<file path="config.mk">
export PLATFORM = sky130hd
export DESIGN_NAME = pmcu_front
export DESIGN_NICKNAME = d
export VERILOG_FILES = /design/src/hdl/pmcu_pkg.sv /design/src/hdl/pmcu_front.sv
export SDC_FILE = /design/constraint.sdc
export NUM_CORES = 1
export LEC_CHECK = 0
export BUFFER_PORTS_ARGS = -buffer_cell sky130_fd_sc_hd__buf_4
export CAP_MARGIN = 20
export CORE_UTILIZATION = 52
export CTS_CLUSTER_DIAMETER = 80
export DETAILED_ROUTE_END_ITERATION = 8
export GPL_TIMING_DRIVEN = 1
export PLACE_DENSITY = 0.79
export SETUP_SLACK_MARGIN = 0.3
export SLEW_MARGIN = 0
export SYNTH_ARGS = -nofsm -noshare
export SYNTH_HDL_FRONTEND = slang
export SYNTH_SLANG_ARGS = --single-unit
</file>
<file path="constraint.sdc">
create_clock -name clk -period 7.3 [get_ports clk]
set_input_delay 1.095 -clock clk [delete_from_list [all_inputs] [get_ports clk]]
set_output_delay 1.095 -clock clk [all_outputs]
set_load 0.05 [all_outputs]
</file>
<file path="src/hdl/pmcu_pkg.sv">
// ----------------------------------------------------------------------------
// pmcu_pkg: shared types and constants for the program memory block
// Item kinds, result kinds and the command record passed front to back.
// ----------------------------------------------------------------------------
package pmcu_pkg;

  localparam logic [2:0] KIND_POLL  = 3'd0;
  localparam logic [2:0] KIND_START = 3'd1;
  localparam logic [2:0] KIND_MAP   = 3'd2;
  localparam logic [2:0] KIND_CHUNK = 3'd3;
  localparam logic [2:0] KIND_END   = 3'd4;

  localparam logic [1:0] OUT_DATA   = 2'd0;
  localparam logic [1:0] OUT_INSTR  = 2'd1;
  localparam logic [1:0] OUT_STATUS = 2'd2;
  localparam logic [1:0] OUT_MAP    = 2'd3;

  typedef struct packed {
    logic [2:0]  kind;
    logic        write_req;
    logic        hold;
    logic [15:0] instr_addr;
    logic [15:0] data_addr;
    logic [7:0]  data_in;
    logic [2:0]  map_index;
    logic [7:0]  chunk_sel;
    logic [7:0]  word_offset;
    logic [31:0] payload;
  } cmd_t;

  typedef enum logic [3:0] {
    ST_IDLE, ST_CLEAR, ST_START_OUT, ST_POLL_RD, ST_POLL_DATA, ST_POLL_INSTR,
    ST_CHUNK_RD, ST_CHUNK_WR, ST_END_STATUS, ST_END_MAP
  } back_state_t;

endpackage

</file>
<file path="src/hdl/pmcu_front.sv">
// ----------------------------------------------------------------------------
// pmcu_front: input stage and command queue
// Accepts items, drops unused kinds and buffers two commands for the back end.
// ----------------------------------------------------------------------------
module pmcu_front (
  input  logic           clk,
  input  logic           rst_n,
  input  logic           in_valid,
  output logic           in_ready,
  input  pmcu_pkg::cmd_t in_cmd,
  output logic           q_valid,
  input  logic           q_pop,
  output pmcu_pkg::cmd_t q_cmd
);
  import pmcu_pkg::*;

  cmd_t       mem_r [2];
  logic       wp_r, rp_r;
  logic [1:0] cnt_r;
  logic       push;

  assign in_ready = (cnt_r != 2'd2);
  // Unused kinds are taken and discarded here.
  assign push = in_valid && in_ready && (in_cmd.kind <= KIND_END);
  assign q_valid = (cnt_r != 2'd0);
  assign q_cmd = mem_r[rp_r];

  always_ff @(posedge clk) begin
    if (push) mem_r[wp_r] <= in_cmd;
  end

  always_ff @(posedge clk) begin
    if (!rst_n) begin
      wp_r <= 1'b0;
      rp_r <= 1'b0;
      cnt_r <= 2'd0;
    end else begin
      if (push) wp_r <= ~wp_r;
      if (q_pop) rp_r <= ~rp_r;
      cnt_r <= cnt_r + {1'b0, push} - {1'b0, q_pop};
    end
  end
endmodule

</file>
# [Word-level counts from Yosys, hierarchy flattened]
# Memory sizes are Yosys's and may differ from the RTL's. A register that Yosys moved wholly into a read port is not among the register bits.
# Index checks and enable logic that the tools add are counted.
[classes] n_reduce_logical=3 mux=4 n_bitwise=2 n_addsub=2 order_cmp=1 n_eq_ne=1
[op_table] op="1-bit 2-to-1 mux" n=4
[op_table] op="3-bit less-or-equal comparator (second input constant)" n=1
[op_table] op="2-bit by 1-bit adder with 2-bit output" n=1
[op_table] op="1-bit logical AND" n=2
[op_table] op="2-bit != test (second input constant)" n=1
[op_table] op="1-bit inverter" n=2
[op_table] op="2-bit nonzero test" n=1
[op_table] op="2-bit by 1-bit subtractor with 2-bit output" n=1
[totals] mem_count=1 output_inout_bits=98 mem_bits_rw=192 elab_cells=17 regBits=4 inputBits=100
[mem_list] memory="mem_r" depth=2 width=96 read_ports=1 rd_clocked_by_memory_dff=1 write_ports=1 line_no="pmcu_front.sv:17" rtl="cmd_t mem_r [2];"

# [Longest topological paths before layout]
# Gate-level depths: netlist of the first run.
[depth] depth_word=5 ltp_mapped=8 ltp_nobuf=8

# [Least setup slack after synthesis of the first run]
# No wires, ideal clock.
[synth_path] kind="input to register" startpoint="input in_cmd[94] in the netlist's numbering" endpoint="memory mem_r[0][0] in the netlist's numbering, enable pin" setup_slack_ps=1300 setup_time_ps=552 path_buffers=0 required_time_ps=6748 arrival_ps=5448 cell_stages=3 cell_sequence="o21ai_0 -> nand3_1 -> nor2_1"
[synth_via] elab_chain_len=4
[synth_lines] item="from (decl)" line_no="pmcu_front.sv:10" rtl="input pmcu_pkg::cmd_t in_cmd,"
[synth_lines] item="3-bit less-or-equal comparator" line_no="pmcu_front.sv:24" rtl="assign push = in_valid && in_ready && (in_cmd.kind <= KIND_END);"
[synth_lines] item="1-bit logical AND" line_no="pmcu_front.sv:24"
[synth_lines] item="1-bit 2-to-1 mux" line_no="pmcu_front.sv:29" rtl="if (push) mem_r[wp_r] <= in_cmd;"
[synth_lines] item="1-bit 2-to-1 mux (not written as such)" line_no="pmcu_front.sv:29"
[synth_lines] item="to (decl)" line_no="pmcu_front.sv:17"
# Every way passes these cells.

==> results of run 1 <==
-- routing by layer --
metal,routed length [um],part of all wire (%),up-vias
met3,1360,10,22
met5,0,0,-
met4,227,1.8,0
li1,-,-,1690
met2,6310,49,164
met1,5070,39,1761
-- kinds of logic after synthesis --
group	Yosys count
AOI/OAI and AO/OA	1
xor gates and xnor gates	3
adders and majority gates	2
buffers and inverters	13
DFF	197
muxes	97
and+or+nand+nor	11
-- power by group through the flow --
stage | clock (W) | sequential (W) | combinational (W)
5_1_grt | 0.00103 | 0.00139 | 0.000646
3_5_place_dp | 0 | 0.00140 | 0.000622
6_report | 0.000971 | 0.00138 | 0.000619
4_1_cts | 0.000983 | 0.00138 | 0.000624
2_1_floorplan | 0 | 0.00140 | 0.000449
3_3_place_gp | 0 | 0.00140 | 0.000614
-- final timing paths --
path	from	endpoint	slack (ns)	cells after the start
min reg2reg	wp_r	wp_r	0.52	2
max reg2reg	cnt_r[0]	mem_r[1][2]	4.84	5
min	wp_r	wp_r	0.52	2
max	register	q_cmd[90]	3.57	3
-- critical path, cell delays in order, from the launching register on --
cell and delay (ns):
dfxtp_4 0.74, buf_4 0.79, mux2_2 0.43, buf_4 0.19
-- Yosys cell counts (2+ instances only) --
cell        n  share of area (%)
inv_1       2               0.10
nor2_1      2               0.10
mux2_4     40                8.2
mux2_2     56                8.6
buf_2       5               0.34
dfxtp_1     5                1.4
buf_12      4                1.1
nand2_1     2               0.10
ha_1        2               0.34
xnor2_1     2               0.24
and2_1      4               0.34
edfxtp_1  192                 78
-- per-stage QoR --
step                worst slack, ns  instances
finish                         3.57        725
global route                   3.44        725
CTS                            3.55        725
detailed placement             3.76        695
global placement               3.88        695
floorplan                      1.30        324
-- sequential cells by signal, summed over array words and instances (netlist names), named ones only --
signal	flops
mem_r	192
cnt_r	2
rp_r	1
wp_r	1
-- cell type report --
type / instances / area [sq um] / share of cell area [%]
inverters: 2 / 7.51 / 0.0782
flip-flops and latches: 197 / 5870 / 61.1
clock inverters: 11 / 184 / 1.91
clock buffers: 19 / 433 / 4.51
multi-input cells: 114 / 1370 / 14.3
well taps: 180 / 225 / 2.34
repair buffers: 202 / 1520 / 15.8
==> run summary, run 1 <==
status: completed
initial DRC count: 182
Mapped Nets: 426
Resize count post-CTS: 0
Hold WC Path Type: register to register
met3 Use GR: 7.85%
total negative slack: 0 ns
Max clock buf depth: 2
f_max: 268 MHz
M1 GR Usage: 22.1%
GR peak layer: met2
Setup-failing EPs final: 0
Post-Synth Adder-Cell Area: 0.340%
Hold Fails Final Rpt: 0
CTS clk-pin slew, worst paths: 0.06 ns
Root Driver: clkbuf_16
crit path launch type: register
hold-fix buffers at CTS: 0
CP Class: register to output pin
hold_ws: 0.516 ns
Die Width: 121 um
all-layer global routing usage: 18.2%
Tmin final: 3.73 ns
Pwr Total: 0.00297 W
combinational power share: 20.9%
Int Power: 0.00217 W
Post-Synth XOR/XNOR Area: 0.357%
Area growth syn-to-layout: 30.5%
largest net degree at the start of global routing: 53
clock skew: 0.0108 ns
core area: 13,800 sq um
cell area after synthesis: 7360 sq um
met2 global-route usage: 28.1%
Sw Ratio: 27.0%
Avg Cell Area, Syn: 22.7 sq um
post-synth cell types: 20
CTS tree: done
Post-synth top flop: edfxtp_1
Synth Area in Simple Gates: 0.782%
fraction of layout instances using a drive strength above 1: 60.2%
Sw Pwr: 0.000800 W
TritonRoute pass-1 iters: 7
Remaining Overflow, GRT: 0
Die Y: 121 um
number of buffers created by CTS: 17
fin crit share: 51.1%
Starting Density: 53.2%
final antenna-violating net count: 0
Slew Viols, Final: 0
yosys warns: 0
commonest non-fill, non-tap cell in the layout: buf_4
CP Capture Type: output pin
post-detail-place hpwl: 8730 um
worst rel slew slack: 39.6%
global-route wire length before repair: 19,300 um
die area: 14,600 sq um
# diodes: 0
I/O pin count: 198
H-Tree Depth: 4
Sequential Power Share: 46.4%
via count: 3,637
Buffers on Ports: 197
Synth Register Bits: 197
Clk pwr share: 32.7%
# clock sinks: 197
Post-synth EDFFs: 192
Post-Synthesis Cells: 324
RSZ-0062 raised after global routing: no
sequential element share of the synthesized area: 79.7%
post-route cell area: 9610 sq um
vias per std cell: 5.02
number of nets in the layout: 636
Worst Tran Pin Value: 0.906 ns
Compound-Gate Fraction of Synth Area: 0.0680%
Routability Congestion: 0.742
vias in the first global route: 3,745
Post-synth ARST share: 0%
mux share of post-synthesis cell area: 16.9%
final core utilization: 69.5%
Leakage: 3.65 nW
DRC: 0
commonest non-fill, non-tap cells in the layout: buf_4, edfxtp_1, mux2_2, mux2_4, clkbuf_16
crit-path max FO: 52
Post-DP Area: 8990 sq um
# rows: 43
initial antenna violation count: 0
largest family of logic cells by synthesized area: multiplexers
fillers: 874
Post-CTS Setup Repair Bufs: 0
Pwr Density: 309 nW/um^2
Required @ worst endpoint: 6.20 ns
WL/cell: 17.9 um
Crit path arrival time: 2.64 ns
Max Cap Viol: 0
worst vdd ir: 0.000185 V
WL final: 13,000 um
Worst-Skew Late Latency: 0.42 ns
(Power assumes the default switching activity.)
==> run 2: changes to the inputs <==
==> constraint.sdc (replaced) <==
create_clock -name clk -period 3.6 [get_ports clk]
set_input_delay 0.54 -clock clk [delete_from_list [all_inputs] [get_ports clk]]
set_output_delay 0.54 -clock clk [all_outputs]
set_load 0.05 [all_outputs]
==> run summary, run 2 (synthesis gave the netlist of run 1 again) <==
# clock sinks: 197
Clk pwr share: 29.5%
combinational power share: 21.8%
crit-path max FO: 49
Tmin final: 2.68 ns
global-route wire length before repair: 18,900 um
initial DRC count: 246
number of buffers created by CTS: 17
core area: 13,800 sq um
Leakage: 3.62 nW
Max clock buf depth: 2
Slew Viols, Final: 0
placed cells: 697
worst rel slew slack: 46.6%
Top reg by flops: mem_r
Routability Congestion: 0.687
Sw Ratio: 29.2%
Die Y: 121 um
vias in the first global route: 3,674
hold-fix buffers at CTS: 0
Starting Density: 53.2%
CTS clk-pin slew, worst paths: 0.07 ns
post-detail-place hpwl: 8410 um
Resize count post-CTS: 0
CP Class: register to output pin
commonest non-fill, non-tap cell in the layout: buf_4
die area: 14,600 sq um
Sequential Power Share: 48.7%
WL/cell: 17.6 um
Setup-failing EPs final: 0
PnR worst setup slack: 0.915 ns
Hold WC Path Type: input pin to register
all-layer global routing usage: 17.8%
WL final: 12,800 um
post-route cell area: 9550 sq um
Post-DP Area: 9020 sq um
H-Tree Depth: 4
# diodes: 0
max reg flops: 192
Worst-Skew Late Latency: 0.42 ns
fin crit share: 74.6%
crit path launch type: register
# rows: 43
Finished Layout Cells: 729
Area growth syn-to-layout: 29.7%
I/O pin count: 198
Int Power: 0.00406 W
status: completed
CTS tree: done
Hold Fails Final Rpt: 0
total negative slack: 0 ns
Remaining Overflow, GRT: 0
initial antenna violation count: 0
Max Cap Viol: 0
commonest non-fill, non-tap cells in the layout: buf_4, edfxtp_1, mux2_2, mux2_4, clkbuf_16
CP Capture Type: output pin
final antenna-violating net count: 0
Buffers on Ports: 197
f_max: 372 MHz
TritonRoute pass-1 iters: 5
Crit path arrival time: 2.14 ns
Die Width: 121 um
DRC: 0
Sw Pwr: 0.00167 W
worst vdd ir: 0.000388 V
number of nets in the layout: 638
Required @ worst endpoint: 3.06 ns
vias per std cell: 5.06
Post-CTS Setup Repair Bufs: 0
RSZ-0062 raised after global routing: no
Worst Tran Pin Value: 0.802 ns
fraction of layout instances using a drive strength above 1: 61.0%
worst slack at placement: 1.12 ns
via count: 3,692
largest net degree at the start of global routing: 62
Largest regs: mem_r: 192 flops, cnt_r: 2 flops
clock skew: 0.00769 ns
reg2reg start: cnt_r[0]
Hold Crit Start: in_cmd[45]
Pwr Density: 601 nW/um^2
Root Driver: clkbuf_16
## run 2: path summary, 6_finish.rpt
check | cells after the start | slack, ns | to
setup / recovery | 3 | 0.92 | q_cmd[25]
hold / removal | 1 | 0.30 | mem_r[0][45]
setup reg to reg | 4 | 1.62 | mem_r[0][58]
hold reg to reg | 2 | 0.52 | wp_r
## run 2: final cells by class
cell class,count,area (sq um)
Clock buffer,17,425
Fill cell,903,4280
Sequential cell,197,5870
Clock inverter,15,105
Inverter,2,7.51
Tap cell,180,225
Multi-Input combinational cell,114,1370
Timing Repair Buffer,204,1540
## run 2: power by group through the flow
stage                     registers, W  clock network (W)  logic, W
after floorplan                0.00282                  0  0.000911
after global placement         0.00283                  0   0.00125
after detailed placement       0.00285                  0   0.00126
after CTS                      0.00280            0.00172   0.00126
after global routing           0.00281            0.00180   0.00131
final                          0.00279            0.00169   0.00125
## run 2: through the flow
step	util [%]	hold slack [ns]	total power (W)
CTS	69.0	0.276	0.00579
finish	69.0	0.296	0.00574
detailed placement	65.2	0.513	0.00411
global placement	65.2	0.491	0.00408
global route	69.0	0.281	0.00592
floorplan	-	0.463	0.00373
## run 2: routing by layer
metal / share of wire [%] / global-route usage [%]
met1: 39 / 19.9
met4: 2.6 / 9.10
met3: 8.1 / 6.72
met5: 0 / 0
met2: 50 / 29.6
## run 2: critical path: stages (launching register included)
cell and delay (ns):
dfxtp_4 0.79, buf_12 0.31, mux2_2 0.37, buf_4 0.19
==> run 3: changes to the inputs <==
--- a/config.mk
+++ b/config.mk
@@ -7,11 +7,11 @@
 export LEC_CHECK = 0
 export BUFFER_PORTS_ARGS = -buffer_cell sky130_fd_sc_hd__buf_4
 export CAP_MARGIN = 20
-export CORE_UTILIZATION = 52
+export CORE_UTILIZATION = 47
 export CTS_CLUSTER_DIAMETER = 80
 export DETAILED_ROUTE_END_ITERATION = 8
 export GPL_TIMING_DRIVEN = 1
-export PLACE_DENSITY = 0.79
+export PLACE_DENSITY = 0.75
 export SETUP_SLACK_MARGIN = 0.3
 export SLEW_MARGIN = 0
 export SYNTH_ARGS = -nofsm -noshare
==> constraint.sdc (replaced) <==
create_clock -name clk -period 2.3 [get_ports clk]
set_input_delay 0.345 -clock clk [delete_from_list [all_inputs] [get_ports clk]]
set_output_delay 0.345 -clock clk [all_outputs]
set_load 0.05 [all_outputs]
==> run summary, run 3 (synthesis gave the netlist of run 1 again) <==
status: completed
Tmin final: 1.99 ns
Largest regs: mem_r: 192 flops, cnt_r: 2 flops
CTS tree: done
initial DRC count: 153
final antenna-violating net count: 0
clock skew: 0.00570 ns
# rows: 45
number of buffers created by CTS: 17
CP Class: register to output pin
Clk pwr share: 29.2%
reg2reg setup slack: 0.67 ns
Top reg by flops: mem_r
commonest non-fill, non-tap cell in the layout: edfxtp_1
core area: 15,300 sq um
CTS clk-pin slew, worst paths: 0.07 ns
vias in the first global route: 3,730
all-layer global routing usage: 15.8%
number of nets in the layout: 645
TritonRoute pass-1 iters: 4
reg2reg start: cnt_r[0]
placed cells: 727
Die Width: 127 um
Sw Ratio: 28.4%
Hold WC Path Type: input pin to register
Die Y: 127 um
Worst Tran Pin Value: 0.495 ns
Hold Fails Final Rpt: 0
DRC: 0
worst rel slew slack: 67.0%
Leakage: 3.77 nW
Worst R2R Path Depth: 8
Setup-failing EPs final: 0
vias per std cell: 4.87
commonest non-fill, non-tap cells in the layout: edfxtp_1, buf_4, mux2_2, mux2_4, buf_6
f_max: 504 MHz
Int Power: 0.00659 W
WL/cell: 17.5 um
I/O pin count: 198
# clock sinks: 197
Crit path arrival time: 1.64 ns
Pwr Density: 923 nW/um^2
Critical-path top delay cell: dfxtp_4
Worst Setup EP: q_cmd[60]
Post-DP Area: 9120 sq um
die area: 16,200 sq um
worst vdd ir: 0.000618 V
crit path launch type: register
Routability Congestion: 0.685
Sw Pwr: 0.00262 W
Finished Layout Cells: 766
fillers: 1,033
Sequential Power Share: 47.1%
delay of the slowest critical-path stage: 0.37 ns
Reg2Reg Capture Point: cnt_r[1]
delay-heaviest family, CP: buffers and inverters
CP Capture Type: output pin
largest net degree at the start of global routing: 61
fraction of layout instances using a drive strength above 1: 61.4%
Starting Density: 48.2%
Required @ worst endpoint: 1.96 ns
CP Cell Sequence: buf_12 > clkbuf_16 > mux2_4 > buf_4
global-route wire length before repair: 18,700 um
crit-path max FO: 11
Slew Viols, Final: 0
Remaining Overflow, GRT: 0
post-detail-place hpwl: 8270 um
initial antenna violation count: 1
WL final: 13,400 um
H-Tree Depth: 4
Buffers & Inverters on Critical Path: 3
Buffers on Ports: 197
via count: 3,730
hold depth: 1
fin crit share: 86.3%
Crit. path cell count: 4
hold-fix buffers at CTS: 0
Root Driver: clkbuf_16
combinational power share: 23.6%
RSZ-0062 raised after global routing: yes
# diodes: 0
post-route cell area: 9970 sq um
Max Cap Viol: 0
Worst-Skew Late Latency: 0.42 ns
Area growth syn-to-layout: 35.5%
max reg flops: 192
Max clock buf depth: 2
==> run 3: changes by cell type in the layout (fill, tap and decap cells not counted), sizes merged <==
cell / previous run / this run
bufinv: 0 / 1
inv: 6 / 4
clkbuf: 17 / 22
clkinv: 6 / 8
buf: 204 / 207
clkinvlp: 5 / 2
==> run 3: power groups by stage <==
stage / logic, W / clock network (W) / registers (W)
global placement: 0.00202 / 0 / 0.00440
detailed placement: 0.00204 / 0 / 0.00442
finish: 0.00217 / 0.00269 / 0.00434
floorplan: 0.00144 / 0 / 0.00440
CTS: 0.00205 / 0.00276 / 0.00434
global route: 0.00226 / 0.00290 / 0.00436
==> run 3: per-layer routing <==
layer	part of all wire, %	GRT usage (%)	vias to the layer above
met5	0.13	0	-
met4	1.6	7.14	2
met3	8.3	6.83	18
met2	51	26.4	145
met1	39	17.6	1852
li1	-	-	1713
==> run 3: area by class of cell <==
cell class	count	area (sq um)	area share, %
Clock buffer	18	429	4.30
Clock inverter	13	109	1.09
Inverter	2	7.51	0.0753
Multi-Input combinational cell	114	1390	14.0
Sequential cell	197	5870	58.9
Tap cell	211	264	2.65
Timing Repair Buffer	211	1900	19.0
==> run 3: through the flow <==
| step | util, % | hold WS [ns] | power (W) | setup TNS (ns) | setup WS, ns |
|---|---|---|---|---|---|
| CTS | 63.4 | 0.0844 | 0.00915 | 0 | 0.239 |
| floorplan | - | 0.444 | 0.00585 | -46.86 | -0.255 |
| global route | 65.3 | 0.0790 | 0.00953 | 0 | 0.260 |
| detailed placement | 59.8 | 0.518 | 0.00646 | 0 | 0.456 |
| finish | 65.3 | 0.105 | 0.00920 | 0 | 0.314 |
| global placement | 59.8 | 0.496 | 0.00642 | 0 | 0.501 |
==> run 3: worst min path at each step <==
stage / from / end / slack [ns]
6_report: in_cmd[32] / mem_r[0][32] / 0.11
2_1_floorplan: in_cmd[0] / mem_r[0][0] / 0.44
3_3_place_gp: wp_r / wp_r / 0.50
5_1_grt: in_cmd[51] / mem_r[1][51] / 0.08
3_5_place_dp: wp_r / wp_r / 0.52
4_1_cts: in_cmd[35] / mem_r[0][35] / 0.08
==> run 3: what timing repair did <==
item / CTS / global route
gates resized for setup: 1 / 36
endpoints found under the setup margin: 93 / 96
gates cloned: 0 / 6
setup buffers: 0 / 2
